**src/rtl/ft_pkg.sv**
```systemverilog
package ft_pkg;

	typedef enum logic [2:0] {
		OP_SAMPLE  = 3'd0,
		OP_CONTROL = 3'd1,
		OP_FIVE    = 3'd2,
		OP_HOUR    = 3'd3,
		OP_SECOND  = 3'd4,
		OP_READ    = 3'd5
	} op_t;

	typedef enum logic [2:0] {
		REG_START    = 3'd0,
		REG_END      = 3'd1,
		REG_DURATION = 3'd2,
		REG_MODE     = 3'd3,
		REG_LOCKOUT  = 3'd4
	} reg_idx_t;

	typedef enum logic [2:0] {
		ST_IDLE,
		ST_EXEC,
		ST_DIV,
		ST_DONE,
		ST_OUT
	} state_t;

	localparam int unsigned WEIGHT_Q16 = 3277;
	localparam logic signed [15:0] HOT_LIMIT = 16'sd1360;
	localparam logic signed [11:0] MIN_RESET = 12'sd800;
	localparam int unsigned ACC_W = 28;
	localparam int unsigned DIV_STEPS = 26;

	// Controller to datapath commands
	typedef struct packed {
		logic exec;
		logic div_start;
		logic div_step;
		logic finish;
	} cmd_t;

	typedef struct packed {
		logic div_needed;
		logic div_done;
	} stat_t;

	typedef struct packed {
		logic [2:0]         operation;
		logic signed [15:0] raw_temp;
		logic [4:0]         history_index;
		logic               history_daily;
	} in_item_t;

	typedef struct packed {
		logic               appliance_on;
		logic               lockout_active;
		logic signed [11:0] smoothed_temp;
		logic [9:0]         set_point_now;
		logic signed [11:0] hist_min;
		logic signed [11:0] hist_max;
		logic [4:0]         run_hour;
		logic [5:0]         run_day;
	} out_item_t;

endpackage

```
**src/rtl/ft_if.sv**
```systemverilog
interface ft_in_if;
	logic valid;
	logic ready;
	ft_pkg::in_item_t data;
	modport source (output valid, output data, input ready);
	modport sink (input valid, input data, output ready);
endinterface

interface ft_out_if;
	logic valid;
	logic ready;
	ft_pkg::out_item_t data;
	modport source (output valid, output data, input ready);
	modport sink (input valid, input data, output ready);
endinterface

```
**src/rtl/fermentation_thermostat.sv**
```systemverilog
// Fermentation thermostat, event driven.
// Input channel: one request carries an operation code (sample, control,
// five-second tick, hour tick, second tick, history read), a temperature and
// a history slot selector. Each request returns exactly one result on the
// output channel: relay state, lockout flag, smoothed temperature, current set
// point, history min/max (zero unless a read) and the running hour and day.
// Configuration: write cfg_we with cfg_index 0..4 (start point, end point,
// duration in days, cooling mode, lockout seconds) while idle.
// Most requests pass through the execute, finish and output states in turn. A
// five-second tick inside the ramp also runs the 26-step serial restoring
// divider for the set point between the execute and finish states.
// One request is in flight at a time; the next is accepted the cycle after
// the result is taken. While the receiver stalls, the result holds and no
// new request is accepted.
// Reset returns the configuration and control state to defaults at once;
// history slots carry valid bits, so no clearing pass is needed.
module fermentation_thermostat #(
	parameter int HOURS_PER_DAY = 24,
	parameter int MAX_DAYS = 32,
	parameter int AVG_FRAC_BITS = 12
) (
	input  logic       clk,
	input  logic       arst_n,
	ft_in_if.sink      in_ch,
	ft_out_if.source   out_ch,
	input  logic       cfg_we,
	input  logic [2:0] cfg_index,
	input  logic [9:0] cfg_data
);
	import ft_pkg::*;

	cmd_t  cmd;
	stat_t stat;

	ft_ctrl u_ctrl (
		.clk       (clk),
		.arst_n    (arst_n),
		.in_valid  (in_ch.valid),
		.in_ready  (in_ch.ready),
		.out_valid (out_ch.valid),
		.out_ready (out_ch.ready),
		.cmd       (cmd),
		.stat      (stat)
	);

	ft_datapath #(
		.HOURS_PER_DAY (HOURS_PER_DAY),
		.MAX_DAYS      (MAX_DAYS),
		.AVG_FRAC_BITS (AVG_FRAC_BITS)
	) u_dp (
		.clk       (clk),
		.arst_n    (arst_n),
		.in_fire   (in_ch.valid && in_ch.ready),
		.in_data   (in_ch.data),
		.cfg_we    (cfg_we),
		.cfg_index (cfg_index),
		.cfg_data  (cfg_data),
		.cmd       (cmd),
		.stat      (stat),
		.out_data  (out_ch.data)
	);
endmodule

```
**src/rtl/ft_ctrl.sv**
```systemverilog
module ft_ctrl (
	input  logic          clk,
	input  logic          arst_n,
	input  logic          in_valid,
	output logic          in_ready,
	output logic          out_valid,
	input  logic          out_ready,
	output ft_pkg::cmd_t  cmd,
	input  ft_pkg::stat_t stat
);
	import ft_pkg::*;

	state_t state_q, state_nx;

	always_ff @(posedge clk or negedge arst_n) begin
		if (!arst_n) state_q <= ST_IDLE;
		else state_q <= state_nx;
	end

	// Next state
	always_comb begin
		state_nx = state_q;
		case (state_q)
			ST_IDLE: if (in_valid) state_nx = ST_EXEC;
			ST_EXEC: state_nx = stat.div_needed ? ST_DIV : ST_DONE;
			ST_DIV:  if (stat.div_done) state_nx = ST_DONE;
			ST_DONE: state_nx = ST_OUT;
			ST_OUT:  if (out_ready) state_nx = ST_IDLE;
			default: state_nx = ST_IDLE;
		endcase
	end

	// Outputs
	always_comb begin
		cmd = '0;
		in_ready = 1'b0;
		out_valid = 1'b0;
		case (state_q)
			ST_IDLE: in_ready = 1'b1;
			ST_EXEC: begin
				cmd.exec = 1'b1;
				cmd.div_start = stat.div_needed;
			end
			ST_DIV:  cmd.div_step = 1'b1;
			ST_DONE: cmd.finish = 1'b1;
			ST_OUT:  out_valid = 1'b1;
			default: ;
		endcase
	end
endmodule

```
**src/rtl/ft_datapath.sv**
```systemverilog
module ft_datapath #(
	parameter int HOURS_PER_DAY = 24,
	parameter int MAX_DAYS = 32,
	parameter int AVG_FRAC_BITS = 12
) (
	input  logic              clk,
	input  logic              arst_n,
	input  logic              in_fire,
	input  ft_pkg::in_item_t  in_data,
	input  logic              cfg_we,
	input  logic [2:0]        cfg_index,
	input  logic [9:0]        cfg_data,
	input  ft_pkg::cmd_t      cmd,
	output ft_pkg::stat_t     stat,
	output ft_pkg::out_item_t out_data
);
	import ft_pkg::*;

	localparam int HW = (HOURS_PER_DAY > 1) ? $clog2(HOURS_PER_DAY) : 1;
	localparam int DW = (MAX_DAYS > 1) ? $clog2(MAX_DAYS) : 1;
	localparam int DCW = $clog2(MAX_DAYS + 1);
	localparam int AW = ACC_W;
	localparam int NUMW = 16;

	// Configuration
	logic [9:0] start_q, end_q;
	logic [4:0] dur_q;
	logic       mode_q;
	logic [7:0] lockcfg_q;

	always_ff @(posedge clk or negedge arst_n) begin
		if (!arst_n) begin
			start_q <= 10'd288;
			end_q <= 10'd352;
			dur_q <= 5'd20;
			mode_q <= 1'b1;
			lockcfg_q <= 8'd10;
		end else if (cfg_we) begin
			case (cfg_index)
				REG_START:    start_q <= cfg_data;
				REG_END:      end_q <= cfg_data;
				REG_DURATION: dur_q <= cfg_data[4:0];
				REG_MODE:     mode_q <= cfg_data[0];
				REG_LOCKOUT:  lockcfg_q <= cfg_data[7:0];
				default: ;
			endcase
		end
	end

	// State
	logic signed [AW-1:0] acc_q;
	logic [9:0] target_q;
	logic relay_q;
	logic [7:0] lock_q;
	logic [4:0] hour_q;
	logic [DCW-1:0] day_q;
	in_item_t item_q;
	logic signed [11:0] hmin_q, hmax_q;

	// Stores with valid bits; invalid entries read as reset values
	logic signed [11:0] hmax_mem [HOURS_PER_DAY];
	logic signed [11:0] hmin_mem [HOURS_PER_DAY];
	logic signed [11:0] dmax_mem [MAX_DAYS];
	logic signed [11:0] dmin_mem [MAX_DAYS];
	logic [HOURS_PER_DAY-1:0] hval_q;
	logic [MAX_DAYS-1:0] dval_q;

	// Hour and day stay in 1..limit, so the slot is the count minus one
	logic [HW-1:0] hslot;
	logic [DW-1:0] dslot;
	logic signed [11:0] hmax_cur, hmin_cur, dmax_cur, dmin_cur;
	assign hslot = HW'(hour_q - 5'd1);
	assign dslot = DW'(day_q - DCW'(1));
	assign hmax_cur = hval_q[hslot] ? hmax_mem[hslot] : 12'sd0;
	assign hmin_cur = hval_q[hslot] ? hmin_mem[hslot] : MIN_RESET;
	assign dmax_cur = dval_q[dslot] ? dmax_mem[dslot] : 12'sd0;
	assign dmin_cur = dval_q[dslot] ? dmin_mem[dslot] : MIN_RESET;

	// Smoothed value
	logic signed [AW-AVG_FRAC_BITS-1:0] acc_int;
	logic signed [11:0] smooth;
	assign acc_int = acc_q[AW-1:AVG_FRAC_BITS];
	always_comb begin
		if (acc_int > (AW-AVG_FRAC_BITS)'(2047)) smooth = 12'sd2047;
		else if (acc_int < -(AW-AVG_FRAC_BITS)'(2048)) smooth = -12'sd2048;
		else smooth = acc_int[11:0];
	end

	// Sample update: 43-bit product, floor shift, saturate
	logic signed [AW+1:0] delta;
	logic signed [AW+14:0] prod;
	logic signed [AW+1:0] acc_sum;
	logic signed [AW-1:0] acc_new;
	logic take_sample;
	always_comb begin
		delta = (AW+2)'(signed'(item_q.raw_temp)) * (AW+2)'(2**AVG_FRAC_BITS)
			- (AW+2)'(acc_q);
		prod = (AW+15)'(delta) * (AW+15)'(signed'(17'(WEIGHT_Q16)));
		acc_sum = (AW+2)'(acc_q) + (AW+2)'(prod >>> 16);
		if (acc_sum > (AW+2)'(2**(AW-1)-1)) acc_new = {1'b0, {(AW-1){1'b1}}};
		else if (acc_sum < -(AW+2)'(2**(AW-1))) acc_new = {1'b1, {(AW-1){1'b0}}};
		else acc_new = acc_sum[AW-1:0];
		take_sample = (item_q.raw_temp != 16'sd0) && (item_q.raw_temp < HOT_LIMIT);
	end

	// Control decision
	logic above, want;
	assign above = acc_q > (AW)'($signed({1'b0, target_q})) * (AW)'(2**AVG_FRAC_BITS);
	assign want = (mode_q == above);

	// Ramp numerator and denominator
	logic [NUMW-1:0] num, den;
	assign num = NUMW'((day_q - DCW'(1)) * HOURS_PER_DAY) + NUMW'(hour_q - 5'd1);
	assign den = NUMW'(dur_q * HOURS_PER_DAY);
	assign stat.div_needed = (item_q.operation == OP_FIVE) && (den != '0) && (num < den);

	// Serial restoring divide of |diff|*num by den
	logic signed [10:0] diff;
	logic neg_q;
	logic [25:0] dividend_q;
	logic [NUMW:0] rem_q;
	logic [4:0] dcount_q;
	logic [NUMW:0] rem_sh;
	assign diff = $signed({1'b0, end_q}) - $signed({1'b0, start_q});
	assign rem_sh = {rem_q[NUMW-1:0], dividend_q[25]};
	assign stat.div_done = (dcount_q == 5'(DIV_STEPS));

	logic [10:0] off;
	logic [9:0] target_div;
	assign off = neg_q ? 11'(-dividend_q[10:0]) : dividend_q[10:0];
	assign target_div = 10'(11'(start_q) + off);

	logic [DCW-1:0] day_inc;
	assign day_inc = (day_q < DCW'(MAX_DAYS)) ? day_q + DCW'(1) : day_q;

	always_ff @(posedge clk) begin
		if (in_fire) item_q <= in_data;
		if (cmd.div_start) begin
			neg_q <= diff[10];
			dividend_q <= 26'((diff[10] ? 11'(-diff) : 11'(diff)) * num);
			rem_q <= '0;
			dcount_q <= '0;
		end else if (cmd.div_step && !stat.div_done) begin
			dcount_q <= dcount_q + 5'd1;
			if (rem_sh >= {1'b0, den}) begin
				rem_q <= rem_sh - {1'b0, den};
				dividend_q <= {dividend_q[24:0], 1'b1};
			end else begin
				rem_q <= rem_sh;
				dividend_q <= {dividend_q[24:0], 1'b0};
			end
		end
		// History read result
		if (cmd.exec) begin
			hmin_q <= '0;
			hmax_q <= '0;
			if (item_q.operation == OP_READ) begin
				if (item_q.history_daily) begin
					if (32'(item_q.history_index) < MAX_DAYS) begin
						hmin_q <= dval_q[DW'(item_q.history_index)]
							? dmin_mem[DW'(item_q.history_index)] : MIN_RESET;
						hmax_q <= dval_q[DW'(item_q.history_index)]
							? dmax_mem[DW'(item_q.history_index)] : 12'sd0;
					end
				end else if (32'(item_q.history_index) < HOURS_PER_DAY) begin
					hmin_q <= hval_q[HW'(item_q.history_index)]
						? hmin_mem[HW'(item_q.history_index)] : MIN_RESET;
					hmax_q <= hval_q[HW'(item_q.history_index)]
						? hmax_mem[HW'(item_q.history_index)] : 12'sd0;
				end
			end
		end
		// Store updates
		if (cmd.finish && item_q.operation == OP_FIVE) begin
			hmax_mem[hslot] <= (smooth > hmax_cur) ? smooth : hmax_cur;
			hmin_mem[hslot] <= (smooth < hmin_cur) ? smooth : hmin_cur;
		end
		if (cmd.exec && item_q.operation == OP_HOUR) begin
			dmax_mem[dslot] <= (hmax_cur > dmax_cur) ? hmax_cur : dmax_cur;
			dmin_mem[dslot] <= (hmin_cur < dmin_cur) ? hmin_cur : dmin_cur;
		end
	end

	// Control state
	always_ff @(posedge clk or negedge arst_n) begin
		if (!arst_n) begin
			acc_q <= AW'(320 * (2**AVG_FRAC_BITS));
			target_q <= 10'd344;
			relay_q <= 1'b0;
			lock_q <= '0;
			hour_q <= 5'd1;
			day_q <= DCW'(1);
			hval_q <= '0;
			dval_q <= '0;
		end else begin
			if (cmd.exec) begin
				case (item_q.operation)
					OP_SAMPLE: if (take_sample) acc_q <= acc_new;
					OP_CONTROL: if (lock_q == '0 && want != relay_q) begin
						relay_q <= want;
						lock_q <= lockcfg_q;
					end
					OP_HOUR: begin
						dval_q[dslot] <= 1'b1;
						if (hour_q >= 5'(HOURS_PER_DAY)) begin
							hour_q <= 5'd1;
							day_q <= day_inc;
						end else begin
							hour_q <= hour_q + 5'd1;
						end
					end
					OP_SECOND: if (lock_q != '0) lock_q <= lock_q - 8'd1;
					default: ;
				endcase
			end
			if (cmd.finish && item_q.operation == OP_FIVE) begin
				hval_q[hslot] <= 1'b1;
				target_q <= stat.div_needed ? target_div : end_q;
			end
		end
	end

	assign out_data.appliance_on = relay_q;
	assign out_data.lockout_active = (lock_q != '0);
	assign out_data.smoothed_temp = smooth;
	assign out_data.set_point_now = target_q;
	assign out_data.hist_min = hmin_q;
	assign out_data.hist_max = hmax_q;
	assign out_data.run_hour = hour_q;
	assign out_data.run_day = 6'(day_q);
endmodule
```
**src/flat_wrapper.sv**
```systemverilog
// flat-port wrapper written by rule: the top's interface ports become plain ports
module fermentation_thermostat_flat import ft_pkg::*;
#(
	parameter int HOURS_PER_DAY = 24,
	parameter int MAX_DAYS = 32,
	parameter int AVG_FRAC_BITS = 12
)
  (clk, arst_n, cfg_we, cfg_index, cfg_data, in_ch_valid, in_ch_data, in_ch_ready, out_ch_valid, out_ch_data, out_ch_ready);
  ft_in_if in_ch_i ();
  ft_out_if out_ch_i ();
  input  logic clk;
  input  logic arst_n;
  input  logic cfg_we;
  input  logic [2:0] cfg_index;
  input  logic [9:0] cfg_data;
  input wire logic [$bits(in_ch_i.valid)-1:0] in_ch_valid;
  input wire logic [$bits(in_ch_i.data)-1:0] in_ch_data;
  output wire logic [$bits(in_ch_i.ready)-1:0] in_ch_ready;
  output wire logic [$bits(out_ch_i.valid)-1:0] out_ch_valid;
  output wire logic [$bits(out_ch_i.data)-1:0] out_ch_data;
  input wire logic [$bits(out_ch_i.ready)-1:0] out_ch_ready;
  assign in_ch_i.valid = in_ch_valid;
  assign in_ch_i.data = in_ch_data;
  assign in_ch_ready = in_ch_i.ready;
  assign out_ch_valid = out_ch_i.valid;
  assign out_ch_data = out_ch_i.data;
  assign out_ch_i.ready = out_ch_ready;
  fermentation_thermostat #(.HOURS_PER_DAY(HOURS_PER_DAY), .MAX_DAYS(MAX_DAYS), .AVG_FRAC_BITS(AVG_FRAC_BITS)) u_core (.clk(clk), .arst_n(arst_n), .in_ch(in_ch_i), .out_ch(out_ch_i), .cfg_we(cfg_we), .cfg_index(cfg_index), .cfg_data(cfg_data));
endmodule
```
**config.mk**
```make
export PLATFORM = sky130hd
export DESIGN_NAME = fermentation_thermostat_flat
export DESIGN_NICKNAME = d
export VERILOG_FILES = /design/src/rtl/ft_pkg.sv /design/src/rtl/ft_if.sv /design/src/rtl/fermentation_thermostat.sv /design/src/rtl/ft_ctrl.sv /design/src/rtl/ft_datapath.sv /design/src/flat_wrapper.sv
export SDC_FILE = /design/constraint.sdc
export NUM_CORES = 2
export LEC_CHECK = 0
export BUFFER_PORTS_ARGS = -buffer_cell sky130_fd_sc_hd__buf_2
export CAP_MARGIN = 25
export CORE_ASPECT_RATIO = 0.6
export CORE_MARGIN = 1
export CORE_UTILIZATION = 57
export CTS_CLUSTER_DIAMETER = 150
export DETAILED_ROUTE_END_ITERATION = 16
export PLACE_DENSITY = 0.73
export SYNTH_ARGS = -nofsm -noshare
export SYNTH_HDL_FRONTEND = slang
export SYNTH_HIERARCHICAL = 1
export SYNTH_SLANG_ARGS = --single-unit
```
**constraint.sdc**
```tcl
create_clock -name clk -period 16.3 [get_ports clk]
set_input_delay 4.89 -clock clk [delete_from_list [all_inputs] [get_ports clk]]
set_output_delay 4.89 -clock clk [all_outputs]
set_load 0.02 [all_outputs]
```
==> results <==
- The run finished, with violations left.
- The checks that failed: design-rule violations.
- The congestion estimate from routability-driven global placement came to 0.9548.
- The fraction of synthesized cell area taken by the top area cell type is 0.4667.
- The area of the mapped netlist is 0.09136 mm^2.
- The post-route minimum period is 11.29 ns.
- Post-CTS timing repair inserted 0 buffers for setup.
- The number of nets in the synthesized netlist is 6664.
- In the final layout, the share of cells above drive strength 1 is 0.2580.
- From synthesis to final layout, the design area changed by 9.888%.
- In this run, post-CTS hold repair placed 0 buffers.
- The final setup slack of the worst path is 5.014 ns.
- Summing over every cut layer, the via total after detailed routing is 58270.
- Post-CTS repair changed the size of 0 cells.
- The initial antenna violation count is 0.
- For this configuration, the core starts out at a cell density of 0.5759.
- The cell chosen for the clock root is clkbuf_16.
- STA classifies the critical path endpoint as a flip-flop.
- The path type of the worst setup path is flip-flop to flip-flop.
- The maximum buffer depth of the clock tree is 3.
- The clock edge transition at the registers on the reported setup and hold paths is 0.06 ns.
- Across the routed clock network, the largest skew measured is 0.04198 ns.
- The delay of the slowest cell on the worst path is 0.67 ns.
- The die width is 518.9 um.
- The largest total area in the synthesized netlist belongs to edfxtp_1.
- The via-per-instance ratio is 6.934.
- The die covers 0.1619 mm^2.
- The post-placement worst setup slack is 5.310 ns.
- The number of DRC markers after the initial detailed-route iteration is 9244.
- The count of input and output buffers is 103.
- Counting flops with a built-in enable in the synthesized netlist gives 1420.
- Synthesis instantiated 95 different standard cells from the library.
- The area of the core is 0.1586 mm^2.
- Global routing finished with a remaining overflow of 0.
- Clock latency on the worst-skew pair, taken at its later pin, is 0.81 ns.
- The post-synthesis sequential element count is 1597.
- In this run, CTS created clock tree buffers numbering 148.
- At the pin with the least slew margin, the transition time is 1.072 ns.
- In the global route stage, overall resource usage came out at 0.3367.
- Data arrives at the worst endpoint at 11.97 ns.
- The register-to-register path setup slack is 5.01 ns.
- The leading register cell type out of synthesis is edfxtp_1.
- The worst hold path belongs to the class flip-flop to flip-flop.
- Including well taps, the total number of placed cells is 8125.
- The depth of the CTS H-tree is 4.
- Across the run, the number of max-cap violations was 0.
- In the routed design, unresolved DRC markers number 2.
- The final hold violation count came to 0.
- During I/O placement, the number of pins put on the boundary was 104.
- The detail route stage leaves a number of antenna-violating nets equal to 0.
- The number of global-route vias before repair came to 57749.
- For this block, the routed nets add up to 269.8 mm of wire.
- The first global-routing pass estimated 396.1 mm of wire.
- The element type at the critical path start is a flip-flop.
- The max-slew headroom at the worst pin is 0.2853.
- The number of warnings reported in the yosys synthesis log is 6.
- The max-slew violation count is 0.
- The post-route fraction of the period consumed by the critical path is 0.6924.
- Entering global routing, the biggest net connects 125 pins.
- The number of nets in the layout is 6804.
- Detailed placement ended at an HPWL of 171.7 mm.
- The clock sink count is 1597.
- The floorplan has 113 rows.
- Setup repair after global routing left no endpoint under its margin.
- The setup TNS after final layout is 0 ns.
- Synthesis handed over a netlist of 6018 instances.
- Dividing the detail-routed wire length by the instance count gives 32.11 um.
- In this run the mean area of a mapped cell was 15.18 um^2.
- The overall die height is 312.1 um.
- Derived from the worst setup path, the maximum achievable clock frequency is 88.60 MHz.
- The number of failing setup endpoints in the final timing report is 0.
- For this run, the register share of the synthesized area comes to 0.5140.
- The first detailed-routing pass ran for 16 iterations.
- Among all stages on the critical path, the largest delay is contributed by xor2_1.
- The count of non-filler cells in the finished layout is 8404.
- In the post-synthesis netlist, the biggest area contributors are edfxtp_1 47%, mux4_2 20%, ha_1 5.1%.
- The proportion of synthesized flip-flops having asynchronous set or reset is 0.09455.
- By instance count, the cell type seen most on the critical path is ha_1.
- Of all nets on the critical path, the largest fanout is 19.
- At the worst endpoint, the required time is 16.98 ns.
- TritonCTS built the clock tree.
-- layer usage --
layer / global-route usage / part of all wire / vias up
met2: 0.4479 / 0.41 / 4744
met1: 0.5107 / 0.39 / 29568
met5: 0 / 0 / -
met4: 0.09751 / 0.029 / 0
met3: 0.1330 / 0.18 / 491
li1: - / - / 23467
-- synth_stat cells (all sizes together) (98+ instances only) --
library cell,number
edfxtp,1420
mux4,828
inv,513
nand2,429
ha,374
nor2,254
fa,229
o21ai,200
clkbuf,192
a21oi,149
dfrtp,133
xnor2,132
buf,114
mux2i,104
a21o,98
-- kinds of logic (layout without fill, tap and decap cells) --
group	after synthesis	after routing	synth area share
DFF	1597	1597	0.5140
and+or+nand+nor	1063	1063	0.05401
muxes	986	986	0.2222
buffers and inverters	827	1084	0.03511
AOI/OAI and AO/OA	721	721	0.05162
adders and majority gates	603	603	0.1014
xor gates and xnor gates	221	221	0.02167
other	0	2	0
-- flip-flops by register name, indices dropped and copies added (netlist names), 6 cells and up, named ones only --
| signal | count |
|---|---|
| u_core/u_dp/dividend_q | 26 |
| u_core/u_dp/hmin_mem | 288 |
| u_core/u_dp/hval_q | 24 |
| u_core/u_dp/hmax_mem | 288 |
| u_core/u_dp/end_q | 10 |
| u_core/u_dp/acc_q | 28 |
| u_core/u_dp/lock_q | 8 |
| u_core/u_dp/day_q | 6 |
| u_core/u_dp/start_q | 10 |
| u_core/u_dp/lockcfg_q | 8 |
| u_core/u_dp/dval_q | 32 |
| u_core/u_dp/dmin_mem | 384 |
| u_core/u_dp/dmax_mem | 384 |
| u_core/u_dp/target_q | 10 |
| u_core/u_dp/item_q | 25 |
| u_core/u_dp/rem_q | 16 |
| u_core/u_dp/hmax_q | 12 |
| u_core/u_dp/hmin_q | 12 |
-- metrics by stage --
| stage | instance area [um^2] | util | hold WS [ns] |
|---|---|---|---|
| detailed placement | 95430 | 0.6016 | 0.4658 |
| floorplan | 91360 | - | 0.4452 |
| global placement | 95310 | 0.6008 | 0.4601 |
| finish | 100400 | 0.6329 | 0.4757 |
| global route | 100400 | 0.6328 | 0.5056 |
| CTS | 100200 | 0.6318 | 0.4751 |
-- cell usage in the layout (no fill, tap or decap), types with 21 or more instances in the layout --
| cell | netlist | final |
|---|---|---|
| edfxtp_1 | 1420 | 1420 |
| mux4_2 | 828 | 828 |
| inv_1 | 510 | 510 |
| nand2_1 | 429 | 428 |
| ha_1 | 374 | 372 |
| fa_1 | 229 | 229 |
| nor2_1 | 254 | 210 |
| o21ai_0 | 194 | 185 |
| buf_4 | 3 | 170 |
| clkbuf_16 | 0 | 149 |
| a21oi_1 | 149 | 147 |
| dfrtp_1 | 133 | 133 |
| xnor2_1 | 129 | 127 |
| buf_2 | 55 | 103 |
| a21o_1 | 95 | 95 |
| mux2i_1 | 104 | 87 |
| xor2_1 | 87 | 86 |
| or2_2 | 68 | 68 |
| mux2_2 | 54 | 54 |
| nor3_1 | 48 | 48 |
| nand3_1 | 45 | 45 |
| nor2_4 | 0 | 44 |
| nand2b_1 | 39 | 39 |
| o21a_1 | 37 | 37 |
| nor2b_1 | 35 | 35 |
| clkinv_1 | 8 | 33 |
| clkbuf_1 | 191 | 32 |
| o22a_1 | 30 | 30 |
| nand4_1 | 24 | 24 |
| a211oi_1 | 24 | 23 |
| o22ai_1 | 23 | 23 |
| a31oi_1 | 23 | 23 |
| clkinv_2 | 0 | 21 |
| dfxtp_1 | 26 | 21 |
-- final cells by class --
| class | count | area (um^2) |
|---|---|---|
| antenna | 2 | 5.005 |
| clock buffer | 184 | 3890 |
| clock inverter | 83 | 899.6 |
| fill | 11187 | 58240 |
| inverter | 521 | 1956 |
| multi-input combinational | 3594 | 41790 |
| sequential | 1597 | 46990 |
| tap | 2127 | 2661 |
| timing repair buffer | 296 | 2202 |
-- path summary, 6_finish.rpt --
path                                             from                    end  cells past startpoint
worst max register to register  u_core/u_dp/acc_q[12]  u_core/u_dp/acc_q[26]                     39
max in group asynchronous                      arst_n   u_core/u_dp/day_q[0]                      3
worst min register to register   u_core/u_dp/rem_q[1]   u_core/u_dp/rem_q[1]                      2
worst min-delay path             u_core/u_dp/rem_q[1]   u_core/u_dp/rem_q[1]                      2
min in group asynchronous                      arst_n   u_core/u_dp/dur_q[0]                      1
worst max-delay path            u_core/u_dp/acc_q[12]  u_core/u_dp/acc_q[26]                     39
-- critical path, delay by kind of cell (launching register included) --
family / cells / cell delay, ns
buffers and inverters: 5 / 0.65
DFF: 1 / 0.39
adders and majority gates: 8 / 3.16
xor gates and xnor gates: 4 / 1.21
AOI/OAI and AO/OA: 12 / 2.89
and+or+nand+nor: 10 / 2.88
Power is left out: the tool's default activity adds up to more than one toggle a clock period on the data nets, which glitch-free logic cannot reach.
